`src/hw/rtl/pkst_pkg.sv`:
```
package pkst_pkg;

  localparam int CmdW       = 2;
  localparam int KnobIdxW   = 2;
  localparam int ValueW     = 12;
  localparam int ThresholdW = 12;
  localparam int PageOutW   = 2;
  localparam int ScaledW    = 10;
  localparam int ScaleShift = 2;
  localparam int PresetW    = 3;

  localparam logic [PresetW-1:0] PresetMask = 3'h7;
  localparam logic [ThresholdW-1:0] ThresholdReset = 12'd32;

  typedef enum logic [CmdW-1:0] {
    CmdSample = 2'd0,
    CmdPage   = 2'd1,
    CmdArp    = 2'd2,
    CmdPreset = 2'd3
  } cmd_t;

endpackage

```
`src/hw/rtl/pkst_if.sv`:
```
interface pkst_in_if;
  logic                               valid;
  logic                               ready;
  logic [pkst_pkg::CmdW-1:0]          command;
  logic [pkst_pkg::KnobIdxW-1:0]      knob_index;
  logic [pkst_pkg::ValueW-1:0]        knob_value;

  modport source (output valid, output command, output knob_index, output knob_value,
                  input ready);
  modport sink   (input valid, input command, input knob_index, input knob_value,
                  output ready);
endinterface

interface pkst_out_if;
  logic                               valid;
  logic                               ready;
  logic [pkst_pkg::PageOutW-1:0]      page_number;
  logic                               knob_active;
  logic [pkst_pkg::ScaledW-1:0]       scaled_value;
  logic                               arp_enabled;
  logic [pkst_pkg::PresetW-1:0]       preset_number;

  modport source (output valid, output page_number, output knob_active,
                  output scaled_value, output arp_enabled, output preset_number,
                  input ready);
  modport sink   (input valid, input page_number, input knob_active,
                  input scaled_value, input arp_enabled, input preset_number,
                  output ready);
endinterface

```
`src/hw/rtl/pkst_ram.sv`:
```
module pkst_ram #(
  parameter int WIDTH = 12,
  parameter int DEPTH = 16
) (
  input  logic                                     clk,
  input  logic                                     we,
  input  logic [((DEPTH > 1) ? $clog2(DEPTH) : 1)-1:0] waddr,
  input  logic [WIDTH-1:0]                         wdata,
  input  logic                                     re,
  input  logic [((DEPTH > 1) ? $clog2(DEPTH) : 1)-1:0] raddr,
  output logic [WIDTH-1:0]                         rdata
);

  logic [WIDTH-1:0] mem [DEPTH];

  always_ff @(posedge clk) begin
    if (we) begin
      mem[waddr] <= wdata;
    end
    if (re) begin
      rdata <= mem[raddr];
    end
  end

endmodule

```
`src/hw/rtl/paged_knob_soft_takeover_core.sv`:
```
// an accepted item is registered in stage 1, then in the result register
// throughput: one item per cycle unless res_ch stalls; the stored-value
// ram read is issued at accept and a same-address write from the previous
// item is forwarded
// reset (rst, synchronous): page, arp and preset cleared, all knobs active,
// threshold back to 32, stored values read as zero through per-entry written bits
module paged_knob_soft_takeover_core #(
  parameter int KNOBS       = 4,
  parameter int PAGES       = 4,
  parameter int SAMPLE_BITS = 12
) (
  input  logic                                clk,
  input  logic                                rst,
  input  logic                                threshold_we,
  input  logic [pkst_pkg::ThresholdW-1:0]     threshold_data,
  pkst_in_if.sink                             cmd_ch,
  pkst_out_if.source                          res_ch
);

  localparam int KW    = (KNOBS > 1) ? $clog2(KNOBS) : 1;
  localparam int PW    = $clog2(PAGES);
  localparam int DEPTH = PAGES * KNOBS;
  localparam int AW    = $clog2(DEPTH);
  localparam int SW    = (SAMPLE_BITS < pkst_pkg::ValueW) ? SAMPLE_BITS : pkst_pkg::ValueW;

  typedef struct packed {
    pkst_pkg::cmd_t            cmd;
    logic                      knob_ok;
    logic [KW-1:0]             kidx;
    logic [SW-1:0]             value;
    logic [AW-1:0]             addr;
    logic [PW-1:0]             page;
    logic                      arp;
    logic [pkst_pkg::PresetW-1:0] preset;
  } s1_t;

  logic [pkst_pkg::ThresholdW-1:0] threshold;
  logic [PW-1:0]                   page;
  logic [PW-1:0]                   page_next;
  logic                            arp;
  logic                            arp_next;
  logic [pkst_pkg::PresetW-1:0]    preset;
  logic [pkst_pkg::PresetW-1:0]    preset_next;
  logic [KNOBS-1:0]                marks;
  logic [DEPTH-1:0]                written;

  pkst_pkg::cmd_t                  in_cmd;
  logic [KW+1:0]                   kidx_wide;
  logic [KW-1:0]                   in_kidx;
  logic                            in_ok;
  logic [pkst_pkg::ValueW-1:0]     in_value_full;
  logic [PW:0]                     page_inc;
  logic [PW:0]                     page_lim;
  logic [AW-1:0]                   raddr;
  logic                            accept;

  s1_t                             s1;
  logic                            s1_valid;
  logic                            s1_adv;
  logic                            s1_fire;
  logic                            rd_written;
  logic                            byp_hit;
  logic [SW-1:0]                   byp_data;
  logic [SW-1:0]                   ram_rdata;
  logic [SW-1:0]                   stored;
  logic [SW-1:0]                   gap;
  logic                            take;
  logic                            act_now;
  logic                            s1_we;
  logic                            res_active;
  logic [SW-1:0]                   res_value;
  logic [pkst_pkg::ValueW-1:0]     res_value_wide;
  logic [PW+1:0]                   page_wide;

  // stage 0: decode and control state update at accept
  assign in_cmd        = pkst_pkg::cmd_t'(cmd_ch.command);
  assign kidx_wide     = (KW + 2)'(cmd_ch.knob_index);
  assign in_kidx       = kidx_wide[KW-1:0];
  assign in_ok         = int'(cmd_ch.knob_index) < KNOBS;
  assign in_value_full = cmd_ch.knob_value;
  assign page_inc      = (PW + 1)'(page) + (PW + 1)'(1);
  assign page_lim      = arp ? (PW + 1)'(PAGES) : (PW + 1)'(PAGES - 1);
  assign accept        = cmd_ch.valid && cmd_ch.ready;
  assign cmd_ch.ready  = !s1_valid || s1_adv;

  always_comb begin
    page_next   = page;
    arp_next    = arp;
    preset_next = preset;
    unique case (in_cmd)
      pkst_pkg::CmdSample: begin
      end
      pkst_pkg::CmdPage: begin
        page_next = (page_inc >= page_lim) ? '0 : page_inc[PW-1:0];
      end
      pkst_pkg::CmdArp: begin
        arp_next = !arp;
      end
      pkst_pkg::CmdPreset: begin
        preset_next = (preset + pkst_pkg::PresetW'(1)) & pkst_pkg::PresetMask;
      end
    endcase
  end

  assign raddr = AW'(int'(page_next) * KNOBS + int'(in_kidx));

  always_ff @(posedge clk) begin
    if (rst) begin
      threshold <= pkst_pkg::ThresholdReset;
      page      <= '0;
      arp       <= 1'b0;
      preset    <= '0;
    end else begin
      if (threshold_we) begin
        threshold <= threshold_data;
      end
      if (accept) begin
        page   <= page_next;
        arp    <= arp_next;
        preset <= preset_next;
      end
    end
  end

  pkst_ram #(
    .WIDTH (SW),
    .DEPTH (DEPTH)
  ) u_store (
    .clk   (clk),
    .we    (s1_fire && s1_we),
    .waddr (s1.addr),
    .wdata (s1.value),
    .re    (accept),
    .raddr (raddr),
    .rdata (ram_rdata)
  );

  // stage 1: pickup decision against the stored value
  assign s1_adv  = !res_ch.valid || res_ch.ready;
  assign s1_fire = s1_valid && s1_adv;

  always_ff @(posedge clk) begin
    if (rst) begin
      s1_valid <= 1'b0;
    end else if (cmd_ch.ready) begin
      s1_valid <= cmd_ch.valid;
    end
    if (accept) begin
      s1.cmd     <= in_cmd;
      s1.knob_ok <= in_ok;
      s1.kidx    <= in_kidx;
      s1.value   <= in_value_full[SW-1:0];
      s1.addr    <= raddr;
      s1.page    <= page_next;
      s1.arp     <= arp_next;
      s1.preset  <= preset_next;
      rd_written <= written[raddr];
      byp_hit    <= s1_fire && s1_we && (s1.addr == raddr);
      byp_data   <= s1.value;
    end
  end

  assign stored  = byp_hit ? byp_data : (rd_written ? ram_rdata : '0);
  assign gap     = (s1.value >= stored) ? (s1.value - stored) : (stored - s1.value);
  assign take    = pkst_pkg::ThresholdW'(gap) < threshold;
  assign act_now = marks[s1.kidx] || take;
  assign s1_we   = (s1.cmd == pkst_pkg::CmdSample) && s1.knob_ok && act_now;

  always_comb begin
    res_active = 1'b0;
    res_value  = '0;
    if (s1.knob_ok) begin
      unique case (s1.cmd)
        pkst_pkg::CmdSample: begin
          res_active = act_now;
          res_value  = act_now ? s1.value : stored;
        end
        pkst_pkg::CmdPage: begin
          res_active = 1'b0;
          res_value  = stored;
        end
        pkst_pkg::CmdArp, pkst_pkg::CmdPreset: begin
          res_active = marks[s1.kidx];
          res_value  = stored;
        end
      endcase
    end
  end

  always_ff @(posedge clk) begin
    if (rst) begin
      marks   <= '1;
      written <= '0;
    end else if (s1_fire) begin
      if (s1.cmd == pkst_pkg::CmdPage) begin
        marks <= '0;
      end else if (s1_we) begin
        marks[s1.kidx]   <= 1'b1;
        written[s1.addr] <= 1'b1;
      end
    end
  end

  // result register
  assign page_wide      = (PW + 2)'(s1.page);
  assign res_value_wide = pkst_pkg::ValueW'(res_value);

  always_ff @(posedge clk) begin
    if (rst) begin
      res_ch.valid <= 1'b0;
    end else if (s1_adv) begin
      res_ch.valid <= s1_valid;
    end
    if (s1_fire) begin
      res_ch.page_number   <= page_wide[pkst_pkg::PageOutW-1:0];
      res_ch.knob_active   <= res_active;
      res_ch.scaled_value  <= res_value_wide[pkst_pkg::ValueW-1:pkst_pkg::ScaleShift];
      res_ch.arp_enabled   <= s1.arp;
      res_ch.preset_number <= s1.preset;
    end
  end

  a_page_protects: assert property (@(posedge clk) disable iff (rst)
    s1_fire && (s1.cmd == pkst_pkg::CmdPage) |=> (marks == '0))
    else $error("page press did not protect all knobs");

  a_bad_knob_zero: assert property (@(posedge clk) disable iff (rst)
    s1_fire && !s1.knob_ok |=> !res_ch.knob_active && (res_ch.scaled_value == '0))
    else $error("out of range knob reported nonzero fields");

  a_stage_hold: assert property (@(posedge clk) disable iff (rst)
    s1_valid && !s1_adv |=> s1_valid && $stable(s1))
    else $error("stalled item in stage 1 changed");

  a_write_only_sample: assert property (@(posedge clk) disable iff (rst)
    s1_fire && s1_we |-> (s1.cmd == pkst_pkg::CmdSample) && s1.knob_ok)
    else $error("store written by a non-sample item");

endmodule

```
`src/flat_wrapper.sv`:
```
// flat-port wrapper written by rule: the top's interface ports become plain ports
module paged_knob_soft_takeover_core_flat 
#(
  parameter int KNOBS       = 4,
  parameter int PAGES       = 4,
  parameter int SAMPLE_BITS = 12
)
  (clk, rst, threshold_we, threshold_data, cmd_ch_valid, cmd_ch_command, cmd_ch_knob_index, cmd_ch_knob_value, cmd_ch_ready, res_ch_valid, res_ch_page_number, res_ch_knob_active, res_ch_scaled_value, res_ch_arp_enabled, res_ch_preset_number, res_ch_ready);
  pkst_in_if cmd_ch_i ();
  pkst_out_if res_ch_i ();
  input  logic clk;
  input  logic rst;
  input  logic threshold_we;
  input  logic [pkst_pkg::ThresholdW-1:0] threshold_data;
  input wire logic [$bits(cmd_ch_i.valid)-1:0] cmd_ch_valid;
  input wire logic [$bits(cmd_ch_i.command)-1:0] cmd_ch_command;
  input wire logic [$bits(cmd_ch_i.knob_index)-1:0] cmd_ch_knob_index;
  input wire logic [$bits(cmd_ch_i.knob_value)-1:0] cmd_ch_knob_value;
  output wire logic [$bits(cmd_ch_i.ready)-1:0] cmd_ch_ready;
  output wire logic [$bits(res_ch_i.valid)-1:0] res_ch_valid;
  output wire logic [$bits(res_ch_i.page_number)-1:0] res_ch_page_number;
  output wire logic [$bits(res_ch_i.knob_active)-1:0] res_ch_knob_active;
  output wire logic [$bits(res_ch_i.scaled_value)-1:0] res_ch_scaled_value;
  output wire logic [$bits(res_ch_i.arp_enabled)-1:0] res_ch_arp_enabled;
  output wire logic [$bits(res_ch_i.preset_number)-1:0] res_ch_preset_number;
  input wire logic [$bits(res_ch_i.ready)-1:0] res_ch_ready;
  assign cmd_ch_i.valid = cmd_ch_valid;
  assign cmd_ch_i.command = cmd_ch_command;
  assign cmd_ch_i.knob_index = cmd_ch_knob_index;
  assign cmd_ch_i.knob_value = cmd_ch_knob_value;
  assign cmd_ch_ready = cmd_ch_i.ready;
  assign res_ch_valid = res_ch_i.valid;
  assign res_ch_page_number = res_ch_i.page_number;
  assign res_ch_knob_active = res_ch_i.knob_active;
  assign res_ch_scaled_value = res_ch_i.scaled_value;
  assign res_ch_arp_enabled = res_ch_i.arp_enabled;
  assign res_ch_preset_number = res_ch_i.preset_number;
  assign res_ch_i.ready = res_ch_ready;
  paged_knob_soft_takeover_core #(.KNOBS(KNOBS), .PAGES(PAGES), .SAMPLE_BITS(SAMPLE_BITS)) u_core (.clk(clk), .rst(rst), .threshold_we(threshold_we), .threshold_data(threshold_data), .cmd_ch(cmd_ch_i), .res_ch(res_ch_i));
endmodule
```
`config.mk`:
```
export PLATFORM = sky130hd
export DESIGN_NAME = paged_knob_soft_takeover_core_flat
export DESIGN_NICKNAME = d
export VERILOG_FILES = /design/src/hw/rtl/pkst_pkg.sv /design/src/hw/rtl/pkst_if.sv /design/src/hw/rtl/pkst_ram.sv /design/src/hw/rtl/paged_knob_soft_takeover_core.sv /design/src/flat_wrapper.sv
export SDC_FILE = /design/constraint.sdc
export NUM_CORES = 1
export LEC_CHECK = 0
export BUFFER_PORTS_ARGS = -buffer_cell sky130_fd_sc_hd__buf_4
export CAP_MARGIN = 20
export CORE_MARGIN = 10
export CORE_UTILIZATION = 62
export CTS_CLUSTER_DIAMETER = 120
export DETAILED_ROUTE_END_ITERATION = 16
export MAX_ROUTING_LAYER = met4
export PLACE_DENSITY = 0.83
export SETUP_SLACK_MARGIN = 0.5
export SLEW_MARGIN = 20
export SYNTH_ARGS = -nofsm -noshare
export SYNTH_HDL_FRONTEND = slang
export SYNTH_SLANG_ARGS = --single-unit
export TNS_END_PERCENT = 100
```
`constraint.sdc`:
```
create_clock -name clk -period 7.8 [get_ports clk]
set_clock_uncertainty 0.1 [all_clocks]
set_input_delay 1.17 -clock clk [delete_from_list [all_inputs] [get_ports clk]]
set_output_delay 1.17 -clock clk [all_outputs]
set_load 0.1 [all_outputs]
```
==> summary.md <==
| Metric | Value |
|---|---|
| Fin. Hold Viols | `0` |
| Worst-case clock buffer depth | `3` |
| Synth Register Bits | `297` |
| Final worst-path setup slack | `897 ps` |
| Clock power share | `36.6%` |
| Clock latency on the worst-skew pair | `570 ps` |
| All-layer global routing usage | `21.4%` |
| Initial DRC Count | `824` |
| Fin Setup TNS | `0 ps` |
| Syn Area/Cell | `13.5 um2` |
| Die height | `165 um` |
| Global-route wire length before repair | `44100 um` |
| Power Internal | `2.73 mW` |
| Port Buffer Count | `51` |
| Starting density of the core | `63.6%` |
| RSZ-0062 raised after global routing | `true` |
| Slew Viols, Final | `0` |
| Count of final setup violators | `0` |
| MaxCap Viol Count | `0` |
| CTS root buf | `clkbuf_16` |
| Pwr dens | `252 nW/um2` |
| HP Class | `reg -> reg` |
| Core box area | `20400 um2` |
| Dpl cells | `1257` |
| Total vias in the final route | `7873` |
| Layout area overhead | `12.7%` |
| Vias in the first global route | `7887` |
| Filler-free cell count of the finished design | `1313` |
| Gpl congestion | `0.912` |
| Post-Route WL | `28400 um` |
| Crit path arrival time | `6980 ps` |
| Post-CTS repair timing setup buffer count | `0` |
| Worst setup EP type | `register` |
| Synth Net Count | `1036` |
| Ant. Diodes | `0` |
| Boundary pin count | `52` |
| Finished Core Util | `71.7%` |
| Syn Std Cell Area | `13000 um2` |
| TritonCTS Buffers | `30` |
| Sw frac | `26.0%` |
| Net Sw Power | `0.959 mW` |
| CTS Hold Buffers Added | `0` |
| Async S/R FF share, synth | `0%` |
| Logic pwr share | `14.3%` |
| Pleak | `5.35 nW` |
| Post-Place Worst Slack | `743 ps` |
| Register area share after synthesis | `65.5%` |
| Rel. slew slack | `25.5%` |
| Initial antenna violation count | `0` |
| Max H-tree Level | `1` |
| DIE WIDTH | `165 um` |
| Pre-Repair DR Iteration Count | `5` |
| Fillers | `1357` |
| Critical path type | `reg -> reg` |
| Largest net degree at the start of global routing | `58` |
| Status | `finished, final reports clean` |
| Synth Instances | `963` |
| Remaining DRCs | `0` |
| Vias per cell | `6.00` |
| Yosys warnings | `0` |
| Peak Freq | `0.145 GHz` |
| Post-detail-place hpwl | `18400 um` |
| Req. time, crit path | `7880 ps` |
| Peak VDD IR | `0.000257 V` |
| Flop pwr share | `49.0%` |
| Register Area | `8520 um2` |
| Footprint of the multi-input gates | `4120 um2` |
| CP Launch Type | `register` |
| Main flop type after synthesis | `edfxtp_1` |
| CTS tree | `yes` |
| CP max FO | `26` |
| Final min period | `6900 ps` |
| Clock Sinks | `297` |
| Period utilisation layout | `88.5%` |
| # rows | `52` |
| Overflow after GRT | `0` |
| Worst slew pin tran | `1110 ps` |
| Fraction of layout cells with a size suffix above 1 | `14.6%` |
| Clock slew at reported path FFs | `60 ps` |
| Die area | `27200 um2` |
| Routed wire per std cell | `21.6 um` |
| ANT nets after route | `0` |
| Yosys cell types | `60` |
| EDFF count, synth | `257` |
| Final nets | `1092` |
cells in the final DEF (no fill, tap or decap), types with 7 or more instances in the layout:
cell type,n
buf_4,74
a22oi_1,8
nor3_1,41
xor2_1,7
mux2_2,9
edfxtp_1,257
dfxtp_1,40
inv_1,44
o21ai_0,17
ha_1,38
a21o_1,8
a21oi_1,37
nor2_1,130
o32ai_1,12
nand2_1,28
clkinv_2,10
mux2i_1,127
clkbuf_16,30
nand2b_1,9
nor2b_1,8
xnor2_1,13
path summary, 6_finish.rpt:
check | startpoint | to | slack [ps] | depth (start not counted)
worst min-delay path | u_core.s1[3]$_DFFE_PP_ | u_core.res_ch.arp_enabled$_DFFE_PP_ | 320 | 0
worst max register to register | u_core.byp_hit$_DFFE_PP_ | u_core.u_store.mem[14][2]$_DFFE_PP_ | 900 | 18
worst max-delay path | u_core.byp_hit$_DFFE_PP_ | u_core.u_store.mem[14][2]$_DFFE_PP_ | 900 | 18
worst min register to register | u_core.s1[3]$_DFFE_PP_ | u_core.res_ch.arp_enabled$_DFFE_PP_ | 320 | 0
cell type report:
class | count | area share (%)
Timing Repair Buffer | 74 | 3.79
Tap cell | 270 | 2.31
Inverter | 45 | 1.15
Clock inverter | 19 | 1.05
Sequential cell | 297 | 58.2
Clock buffer | 37 | 5.38
Multi-Input combinational cell | 571 | 28.1
per-layer routing:
| layer | part of all wire (%) | vias up | global-route usage [%] |
|---|---|---|---|
| li1 | - | 3652 | - |
| met1 | 41 | 3842 | 27.5 |
| met2 | 48 | 316 | 34.4 |
| met3 | 7.8 | 63 | 3.91 |
| met4 | 3.0 | 0 | 6.56 |
| met5 | 0 | - | - |
synthesized netlist by cell type (all sizes together), types with 3 or more instances:
cell type,count,area [um2]
inv,45,169
nor2b,8,50.1
xnor2,13,114
o32ai,12,105
a31oi,6,37.5
o211ai,3,22.5
nand2,28,105
or2,3,18.8
mux2,9,101
a211oi,4,30.0
dfxtp,40,801
mux2i,127,1270
a22oi,8,60.1
nand3b,4,30.0
o22ai,5,31.3
nand3,6,30.0
or3,3,23.8
nand2b,10,70.1
clkbuf,30,113
o21ai,19,95.1
edfxtp,257,7720
o21a,6,45.0
nor3,46,240
buf,20,120
ha,38,475
a21oi,37,185
nor2,131,492
xor2,7,61.3
a21o,8,60.1
power groups by stage:
| stage | Clock, mW | Combinational [mW] | Sequential (mW) |
|---|---|---|---|
| finish | 1.35 | 0.528 | 1.81 |
| global route | 1.44 | 0.579 | 1.81 |
| CTS | 1.37 | 0.527 | 1.81 |
| detailed placement | 0 | 0.523 | 1.84 |
| global placement | 0 | 0.509 | 1.84 |
| floorplan | 0 | 0.350 | 1.88 |
sequential cells by signal, summed over array words and instances, names as in the netlist, 4 cells and up:
| register | count |
|---|---|
| u_core.u_store.rdata | 12 |
| u_core.marks | 4 |
| u_core.threshold | 12 |
| u_core.u_store.mem | 192 |
| u_core.written | 16 |
| u_core.s1 | 22 |
| u_core.byp_data | 12 |
| u_core.res_ch.scaled_value | 10 |
worst max-delay path, stage by stage, from the launching register on:
cell       delay, ps
edfxtp_1         580
nor2b_1          600
a22oi_1          230
inv_1             90
ha_1             300
a21o_1           240
a41o_1           210
o2111ai_1        190
a21o_1           540
mux2i_1          280
xnor2_1          140
ha_1             260
a21o_1           180
a21o_1           170
a221o_1          300
o41a_2           690
nor2_1           320
nand3b_1         200
nor2_1           880
timing repair:
action | in CTS | in global routing
hold endpoints to repair | 0 | 0
setup endpoints to repair | 0 | 28
resized for setup | 0 | 2
metrics by stage:
step	hold WS (ps)	instance area [um2]	power (mW)
floorplan	300	13000	2.23
global placement	304	13700	2.35
detailed placement	307	13700	2.36
CTS	321	14600	3.70
global route	328	14600	3.83
finish	320	14600	3.68
cell families after synthesis:
family                     synth area share, %
buffers and inverters                     3.09
muxes                                     10.7
adders and majority gates                 3.97
AOI/OAI and AO/OA                         6.44
DFF                                       65.5
and+or+nand+nor                           8.88
xor gates and xnor gates                  1.35
Power figures use the tool's default switching activity.
